## src/design/mrfb_pkg.sv

```systemverilog
// Package for the Modbus RTU request frame builder.
// Holds the frame constants, the pipeline payload type and the CRC-16 byte update.
// No dependencies.
`default_nettype none

package mrfb_pkg;

    localparam int unsigned FRAME_LEN   = 8;
    localparam int unsigned PAYLOAD_LEN = 6;

    localparam logic [15:0] CRC_INIT         = 16'hFFFF;
    localparam logic [15:0] CRC_POLY         = 16'hA001;
    localparam logic [7:0]  FUNC_WRITE_COIL  = 8'h05;
    localparam logic [7:0]  COIL_ON_HI       = 8'hFF;
    localparam logic [7:0]  SLAVE_ADDR_RESET = 8'h01;

    typedef enum logic {
        OP_WRITE_COIL = 1'b0,
        OP_READ       = 1'b1
    } mrfb_op_t;

    typedef struct packed {
        logic [PAYLOAD_LEN-1:0][7:0] bytes;
        logic [15:0]                 crc;
    } mrfb_frame_t;

    function automatic logic [15:0] crc16_byte(input logic [15:0] crc_in,
                                               input logic [7:0]  data);
        logic [15:0] c;
        c = crc_in ^ {8'h00, data};
        for (int b = 0; b < 8; b++)
        begin
            if (c[0])
            begin
                c = (c >> 1) ^ CRC_POLY;
            end
            else
            begin
                c = c >> 1;
            end
        end
        return c;
    endfunction

endpackage

`default_nettype wire

```

## src/design/mrfb_if.sv

```systemverilog
// Handshake interfaces for the request channel and the frame byte channel.
// Depends on nothing.
`default_nettype none

interface mrfb_req_if;
    logic        valid;
    logic        ready;
    logic        op;
    logic [15:0] coil_address;
    logic        coil_on;
    logic [7:0]  function_code;
    logic [15:0] quantity;

    modport source (output valid, output op, output coil_address, output coil_on,
                    output function_code, output quantity, input ready);
    modport sink   (input valid, input op, input coil_address, input coil_on,
                    input function_code, input quantity, output ready);
endinterface

interface mrfb_byte_if;
    logic       valid;
    logic       ready;
    logic [7:0] frame_byte;
    logic       last;

    modport source (output valid, output frame_byte, output last, input ready);
    modport sink   (input valid, input frame_byte, input last, output ready);
endinterface

`default_nettype wire

```

## src/design/mrfb_frame_asm.sv

```systemverilog
// First pipeline stage: turns one request word into the six payload bytes.
// Depends on mrfb_pkg and mrfb_if.
`default_nettype none

module mrfb_frame_asm
    import mrfb_pkg::*;
(
    input  wire logic        clk,
    input  wire logic        rst_n,
    input  wire logic [7:0]  slave_address,
    mrfb_req_if.sink         req,
    output mrfb_frame_t      out_frame,
    output logic             out_valid,
    input  wire logic        out_ready
);

    logic        valid_reg;
    mrfb_frame_t frame_reg;
    mrfb_frame_t frame_next;
    logic        advance;

    assign req.ready = !valid_reg || out_ready;
    assign advance   = req.valid && req.ready;

    always_comb
    begin
        frame_next.crc      = CRC_INIT;
        frame_next.bytes[0] = slave_address;
        if (req.op == OP_READ)
        begin
            frame_next.bytes[1] = req.function_code;
            frame_next.bytes[2] = 8'h00;
            frame_next.bytes[3] = 8'h00;
            frame_next.bytes[4] = req.quantity[15:8];
            frame_next.bytes[5] = req.quantity[7:0];
        end
        else
        begin
            frame_next.bytes[1] = FUNC_WRITE_COIL;
            frame_next.bytes[2] = req.coil_address[15:8];
            frame_next.bytes[3] = req.coil_address[7:0];
            frame_next.bytes[4] = req.coil_on ? COIL_ON_HI : 8'h00;
            frame_next.bytes[5] = 8'h00;
        end
    end

    always_ff @(posedge clk or negedge rst_n)
    begin
        if (!rst_n)
        begin
            valid_reg <= 1'b0;
        end
        else if (req.ready)
        begin
            valid_reg <= req.valid;
        end
    end

    always_ff @(posedge clk)
    begin
        if (advance)
        begin
            frame_reg <= frame_next;
        end
    end

    assign out_frame = frame_reg;
    assign out_valid = valid_reg;

endmodule

`default_nettype wire

```

## src/design/mrfb_crc_stage.sv

```systemverilog
// One CRC pipeline stage: folds two payload bytes into the running CRC-16.
// Depends on mrfb_pkg.
`default_nettype none

module mrfb_crc_stage
    import mrfb_pkg::*;
#(
    parameter int unsigned FIRST_BYTE = 0
)
(
    input  wire logic        clk,
    input  wire logic        rst_n,
    input  wire mrfb_frame_t in_frame,
    input  wire logic        in_valid,
    output logic             in_ready,
    output mrfb_frame_t      out_frame,
    output logic             out_valid,
    input  wire logic        out_ready
);

    logic        valid_reg;
    mrfb_frame_t frame_reg;
    mrfb_frame_t frame_next;

    assign in_ready = !valid_reg || out_ready;

    always_comb
    begin
        frame_next       = in_frame;
        frame_next.crc   = crc16_byte(crc16_byte(in_frame.crc, in_frame.bytes[FIRST_BYTE]),
                                      in_frame.bytes[FIRST_BYTE + 1]);
    end

    always_ff @(posedge clk or negedge rst_n)
    begin
        if (!rst_n)
        begin
            valid_reg <= 1'b0;
        end
        else if (in_ready)
        begin
            valid_reg <= in_valid;
        end
    end

    always_ff @(posedge clk)
    begin
        if (in_valid && in_ready)
        begin
            frame_reg <= frame_next;
        end
    end

    assign out_frame = frame_reg;
    assign out_valid = valid_reg;

endmodule

`default_nettype wire

```

## src/design/mrfb_serializer.sv

```systemverilog
// Last stage: holds one finished frame and sends it one byte per word.
// Depends on mrfb_pkg and mrfb_if.
`default_nettype none

module mrfb_serializer
    import mrfb_pkg::*;
(
    input  wire logic        clk,
    input  wire logic        rst_n,
    input  wire mrfb_frame_t in_frame,
    input  wire logic        in_valid,
    output logic             in_ready,
    mrfb_byte_if.source      rsp
);

    localparam int unsigned CNT_W = $clog2(FRAME_LEN);

    logic                      busy_reg;
    logic [CNT_W-1:0]          count_reg;
    logic [FRAME_LEN-1:0][7:0] bytes_reg;
    logic                      at_last;
    logic                      load;

    assign at_last  = count_reg == CNT_W'(FRAME_LEN - 1);
    assign in_ready = !busy_reg || (rsp.ready && at_last);
    assign load     = in_valid && in_ready;

    always_ff @(posedge clk or negedge rst_n)
    begin
        if (!rst_n)
        begin
            busy_reg  <= 1'b0;
            count_reg <= '0;
        end
        else if (load)
        begin
            busy_reg  <= 1'b1;
            count_reg <= '0;
        end
        else if (busy_reg && rsp.ready)
        begin
            if (at_last)
            begin
                busy_reg <= 1'b0;
            end
            count_reg <= count_reg + 1'b1;
        end
    end

    always_ff @(posedge clk)
    begin
        if (load)
        begin
            bytes_reg <= {in_frame.crc[15:8], in_frame.crc[7:0], in_frame.bytes};
        end
    end

    assign rsp.valid      = busy_reg;
    assign rsp.frame_byte = bytes_reg[count_reg];
    assign rsp.last       = at_last;

endmodule

`default_nettype wire

```

## src/design/modbus_request_frame_builder.sv

```systemverilog
// Modbus RTU request frame builder: one request word in, eight frame byte words out.
// A request is registered in the assembly, three CRC stages and the serializer,
// which shows its first byte. Up to five requests are held in these stages; the
// serializer takes the next frame only as the last byte of its frame is taken.
// Reset clears all valid bits and sets the slave address to 1.
`default_nettype none

module modbus_request_frame_builder
    import mrfb_pkg::*;
(
    input  wire logic       clk,
    input  wire logic       rst_n,
    mrfb_req_if.sink        req,
    mrfb_byte_if.source     rsp,
    input  wire logic       cfg_we,
    input  wire logic [7:0] cfg_wdata
);

    localparam int unsigned CRC_STAGES = PAYLOAD_LEN / 2;

    logic [7:0]  slave_address_reg;
    mrfb_frame_t frame_s [CRC_STAGES+1];
    logic        valid_s [CRC_STAGES+1];
    logic        ready_s [CRC_STAGES+1];

    always_ff @(posedge clk or negedge rst_n)
    begin
        if (!rst_n)
        begin
            slave_address_reg <= SLAVE_ADDR_RESET;
        end
        else if (cfg_we)
        begin
            slave_address_reg <= cfg_wdata;
        end
    end

    mrfb_frame_asm u_asm (
        .clk           (clk),
        .rst_n         (rst_n),
        .slave_address (slave_address_reg),
        .req           (req),
        .out_frame     (frame_s[0]),
        .out_valid     (valid_s[0]),
        .out_ready     (ready_s[0])
    );

    for (genvar g = 0; g < CRC_STAGES; g++)
    begin : g_crc
        mrfb_crc_stage #(
            .FIRST_BYTE (2 * g)
        ) u_crc (
            .clk       (clk),
            .rst_n     (rst_n),
            .in_frame  (frame_s[g]),
            .in_valid  (valid_s[g]),
            .in_ready  (ready_s[g]),
            .out_frame (frame_s[g+1]),
            .out_valid (valid_s[g+1]),
            .out_ready (ready_s[g+1])
        );
    end

    mrfb_serializer u_ser (
        .clk      (clk),
        .rst_n    (rst_n),
        .in_frame (frame_s[CRC_STAGES]),
        .in_valid (valid_s[CRC_STAGES]),
        .in_ready (ready_s[CRC_STAGES]),
        .rsp      (rsp)
    );

endmodule

`default_nettype wire

```

## src/flat_wrapper.sv

```systemverilog
// flat-port wrapper written by rule: the top's interface ports become plain ports
module modbus_request_frame_builder_flat import mrfb_pkg::*;
  (clk, rst_n, cfg_we, cfg_wdata, req_valid, req_op, req_coil_address, req_coil_on, req_function_code, req_quantity, req_ready, rsp_valid, rsp_frame_byte, rsp_last, rsp_ready);
  mrfb_req_if req_i ();
  mrfb_byte_if rsp_i ();
  input  wire logic clk;
  input  wire logic rst_n;
  input  wire logic cfg_we;
  input  wire logic [7:0] cfg_wdata;
  input wire logic [$bits(req_i.valid)-1:0] req_valid;
  input wire logic [$bits(req_i.op)-1:0] req_op;
  input wire logic [$bits(req_i.coil_address)-1:0] req_coil_address;
  input wire logic [$bits(req_i.coil_on)-1:0] req_coil_on;
  input wire logic [$bits(req_i.function_code)-1:0] req_function_code;
  input wire logic [$bits(req_i.quantity)-1:0] req_quantity;
  output wire logic [$bits(req_i.ready)-1:0] req_ready;
  output wire logic [$bits(rsp_i.valid)-1:0] rsp_valid;
  output wire logic [$bits(rsp_i.frame_byte)-1:0] rsp_frame_byte;
  output wire logic [$bits(rsp_i.last)-1:0] rsp_last;
  input wire logic [$bits(rsp_i.ready)-1:0] rsp_ready;
  assign req_i.valid = req_valid;
  assign req_i.op = req_op;
  assign req_i.coil_address = req_coil_address;
  assign req_i.coil_on = req_coil_on;
  assign req_i.function_code = req_function_code;
  assign req_i.quantity = req_quantity;
  assign req_ready = req_i.ready;
  assign rsp_valid = rsp_i.valid;
  assign rsp_frame_byte = rsp_i.frame_byte;
  assign rsp_last = rsp_i.last;
  assign rsp_i.ready = rsp_ready;
  modbus_request_frame_builder u_core (.clk(clk), .rst_n(rst_n), .req(req_i), .rsp(rsp_i), .cfg_we(cfg_we), .cfg_wdata(cfg_wdata));
endmodule
```

## config.mk

```make
export PLATFORM = sky130hd
export DESIGN_NAME = modbus_request_frame_builder_flat
export DESIGN_NICKNAME = d
export VERILOG_FILES = /design/src/design/mrfb_pkg.sv /design/src/design/mrfb_if.sv /design/src/design/mrfb_frame_asm.sv /design/src/design/mrfb_crc_stage.sv /design/src/design/mrfb_serializer.sv /design/src/design/modbus_request_frame_builder.sv /design/src/flat_wrapper.sv
export SDC_FILE = /design/constraint.sdc
export NUM_CORES = 1
export LEC_CHECK = 0
export ABC_AREA = 1
export BUFFER_PORTS_ARGS = -buffer_cell sky130_fd_sc_hd__buf_4
export CAP_MARGIN = 20
export CORE_MARGIN = 10
export CORE_UTILIZATION = 40
export CTS_BUF_LIST = sky130_fd_sc_hd__clkbuf_4
export DETAILED_ROUTE_END_ITERATION = 10
export GPL_TIMING_DRIVEN = 0
export SYNTH_ARGS = -nofsm -noshare
export SYNTH_HDL_FRONTEND = slang
export SYNTH_SLANG_ARGS = --single-unit
```

## constraint.sdc

```tcl
create_clock -name clk -period 4 [get_ports clk]
set_input_delay 0.8 -clock clk [delete_from_list [all_inputs] [get_ports clk]]
set_output_delay 0.8 -clock clk [all_outputs]
set_load 0.01 [all_outputs]
```

==> summary.txt <==
slew of the pin with the lowest slew margin - 0.9330 ns
maximum capacitance violations - 0
Startpoint Class - flip-flop
sequential cell area - 9530 µm²
DRC - 0
Pwr per Cell Area - 537.5 nW/µm²
count of distinct cell types in the synthesized netlist - 23
via count of the first global-routing pass - 6602
total number of placement rows - 63
half-perimeter wire length after placement - 15.40 mm
clock tree from TritonCTS - done
dpl cells - 1301
post-route setup TNS - 0 ns
total number of vias - 6399
global-route wire length before repair - 33.47 mm
upper clock frequency limit - 271.2 MHz
Clock Pin Slew Worst Setup and Hold Paths - 0.06 ns
Critical-path top delay cell - sky130_fd_sc_hd__dfrtp_1
H-tree levels - 3
leakage dissipation - 5.472 nW
NumNets Final - 1048
Top cell by count, worst path - sky130_fd_sc_hd__nor2_1
WHS - 0.3756 ns
commonest cells after routing, fill and taps aside - sky130_fd_sc_hd__edfxtp_1 (304), sky130_fd_sc_hd__nand2_1 (137), sky130_fd_sc_hd__clkbuf_4 (109), sky130_fd_sc_hd__inv_1 (77), sky130_fd_sc_hd__nor2_1 (76)
max reg flops - 192
final cycle utilization of the critical path - 92.17%
placement-stage worst setup slack - 0.9587 ns
largest voltage drop on the vdd net - 0.1995 mV
overall power after layout - 7.653 mW
layout cell share with drive strength beyond 1 - 20.90%
clock skew - 0.03556 ns
Placed Area - 13280 µm²
initial cell density of the core - 40.79%
CP bufs+invs - 5
Total Die Area - 37850 µm²
sequential cell fraction of total power - 52.6%
# IOs - 66
Core Box Area - 29870 µm²
nets in the synthesized netlist - 899
combined area of the multi-input logic cells - 2310 µm²
netlist area before placement - 12190 µm²
Period minus WS final - 3.687 ns
post-detailed-routing wire length - 20.98 mm
Final GP Congestion - 0.8198
endpoint kind of the worst setup timing path - output port
Num Clock Sinks - 320
RSZ-0062 raised after global routing - false
commonest non-fill, non-tap cell in the layout - sky130_fd_sc_hd__edfxtp_1
cell chain of the critical path - ha_1 -> ha_1 -> nand2_1 -> nand2_1 -> nor2_1 -> inv_2 -> nor2_1 -> inv_1 -> nor2_1 -> inv_1 -> nor2_1 -> inv_1 -> buf_4
count of routing violations after the opening detailed-route iteration - 289
maximum number of pins on one net before global-route repair - 45
maximum fanout along the worst path - 9
number of failing hold endpoints at the final stage - 0
number of port buffers - 64
utilization of the core after routing - 47.67%
worst rel slew slack - 37.65%
number of register bits inferred by synthesis - 320
Sw Ratio - 25.86%
Clk Latency, worst-skew pair - 0.66 ns
stage delay of the slowest cell on the critical path - 0.51 ns
total gr overflow - 0
setup violators final - 0
combinational share of power - 14.9%
via-per-instance ratio - 4.447
post-route setup slack - 0.3131 ns
internal power of the cells - 5.674 mW
final std cell area, no fill - 14240 µm²
antenna violations before repair - 1
clock buffer depth - 3
Overall Global Routing Usage - 11.03%
net load switching power - 1.979 mW
synthesis-to-layout area growth - 16.86%
Final Max Slew Viols - 0
die width - 194.5 µm
non-filler cells, final - 1439
critical path class - reg2out
root buffer selected by CTS - sky130_fd_sc_hd__clkbuf_4
chip height - 194.5 µm
cell family with most CP delay - simple AND/OR/NAND/NOR gates
crit path DAT - 2.89 ns
endpoint required time on the critical path - 3.20 ns
number of warning messages in the yosys log - 0
filler instances - 2614
routed wire length per instance - 14.58 µm
share of synthesized area occupied by flip-flops and latches - 78.21%
outcome - finished, final reports clean
number of clock buffers inserted by TritonCTS - 77
first drt pass iteration count - 4
remaining number of nets flagged by the antenna check after routing - 0
Avg Inst Size Synth - 14.47 µm²
relative contribution of the clock network to total power - 32.5%
synthesized netlist cell count - 842
class of the tightest hold or removal check - in2reg
logic make-up (layout without fill, tap and decap cells):
family	Yosys count	count (layout)	share of synthesized area (%)
buffers and inverters	98	304	3.019
AND/OR/NAND/NOR	278	278	9.334
XOR/XNOR	83	83	6.151
adder cells (fa/ha/maj)	2	2	0.2053
AO/OA/AOI/OAI	53	53	2.341
flip-flops	320	320	78.21
multiplexers	8	8	0.7393
other	0	1	0
power by group through the flow:
stage	combinational, mW	sequential (mW)	clock (mW)
finish	1.14	4.03	2.49
global route	1.27	4.04	2.79
CTS	1.16	4.03	2.59
detailed placement	1.15	4.10	0
global placement	1.11	4.11	0
floorplan	0.732	4.06	0
Yosys cell counts:
cell type	n	area share, %
sky130_fd_sc_hd__nand3b_1	1	0.062
sky130_fd_sc_hd__a31oi_1	8	0.41
sky130_fd_sc_hd__mux2_2	8	0.74
sky130_fd_sc_hd__o22ai_1	8	0.41
sky130_fd_sc_hd__or2_2	2	0.10
sky130_fd_sc_hd__xor2_1	54	3.9
sky130_fd_sc_hd__nand3_1	50	2.1
sky130_fd_sc_hd__nand2_1	137	4.2
sky130_fd_sc_hd__nor2_1	79	2.4
sky130_fd_sc_hd__edfxtp_1	304	75
sky130_fd_sc_hd__clkbuf_1	14	0.43
sky130_fd_sc_hd__dfstp_2	1	0.22
sky130_fd_sc_hd__xnor2_2	1	0.13
sky130_fd_sc_hd__inv_1	79	2.4
sky130_fd_sc_hd__o21ai_1	1	0.041
sky130_fd_sc_hd__xor2_2	2	0.27
sky130_fd_sc_hd__dfrtp_1	15	3.1
sky130_fd_sc_hd__ha_1	2	0.21
sky130_fd_sc_hd__xnor2_1	26	1.9
sky130_fd_sc_hd__clkinv_1	1	0.031
sky130_fd_sc_hd__o21ai_0	36	1.5
sky130_fd_sc_hd__nand2_2	9	0.46
sky130_fd_sc_hd__inv_2	4	0.12
metal layers:
metal / track usage, % / wire length (µm) / vias to the layer above
li1: - / - / 3266
met1: 13.46 / 9526 / 2895
met2: 17.49 / 9745 / 190
met3: 2.599 / 946 / 48
met4: 6.587 / 759 / 0
met5: 0 / 0 / -
area by class of cell:
| class | count | share of cell area [%] |
|---|---|---|
| Antenna cell | 1 | 0.01757 |
| Buffer | 14 | 0.3690 |
| Clock buffer | 109 | 5.746 |
| Clock inverter | 27 | 0.9314 |
| Inverter | 84 | 2.214 |
| Multi-Input combinational cell | 424 | 16.22 |
| Sequential cell | 320 | 66.93 |
| Tap cell | 390 | 3.427 |
| Timing Repair Buffer | 70 | 4.147 |
what timing repair did:
item | in CTS | in global routing
setup buffers | 0 | 0
endpoints found under the hold margin | 15 | 0
resized for setup | 0 | 0
hold buffers | 1 | 0
final timing paths:
path	startpoint	endpoint	slack, ns	cells past startpoint
setup / recovery	u_core.u_ser.count_reg[1]	req_ready	0.31	13
hold reg to reg	u_core.g_crc[0].u_crc.out_frame[58]	u_core.g_crc[1].u_crc.out_frame[58]	0.40	0
max in group asynchronous	rst_n	u_core.slave_address_reg[0]	3.18	2
hold / removal	req_valid	u_core.u_asm.out_valid	0.38	3
setup reg to reg	u_core.u_ser.count_reg[1]	u_core.g_crc[0].u_crc.out_frame[51]	1.21	11
min in group asynchronous	rst_n	u_core.u_asm.out_valid	0.55	2
worst register-to-register path, delay by kind of cell (launching register included):
kind / cells / cell delay, ns
flops: 1 / 0.55
buf+inv: 3 / 0.47
fa+ha+maj: 2 / 0.40
simple gates: 6 / 1.03
No activity file was read; power rests on OpenSTA's default activity.
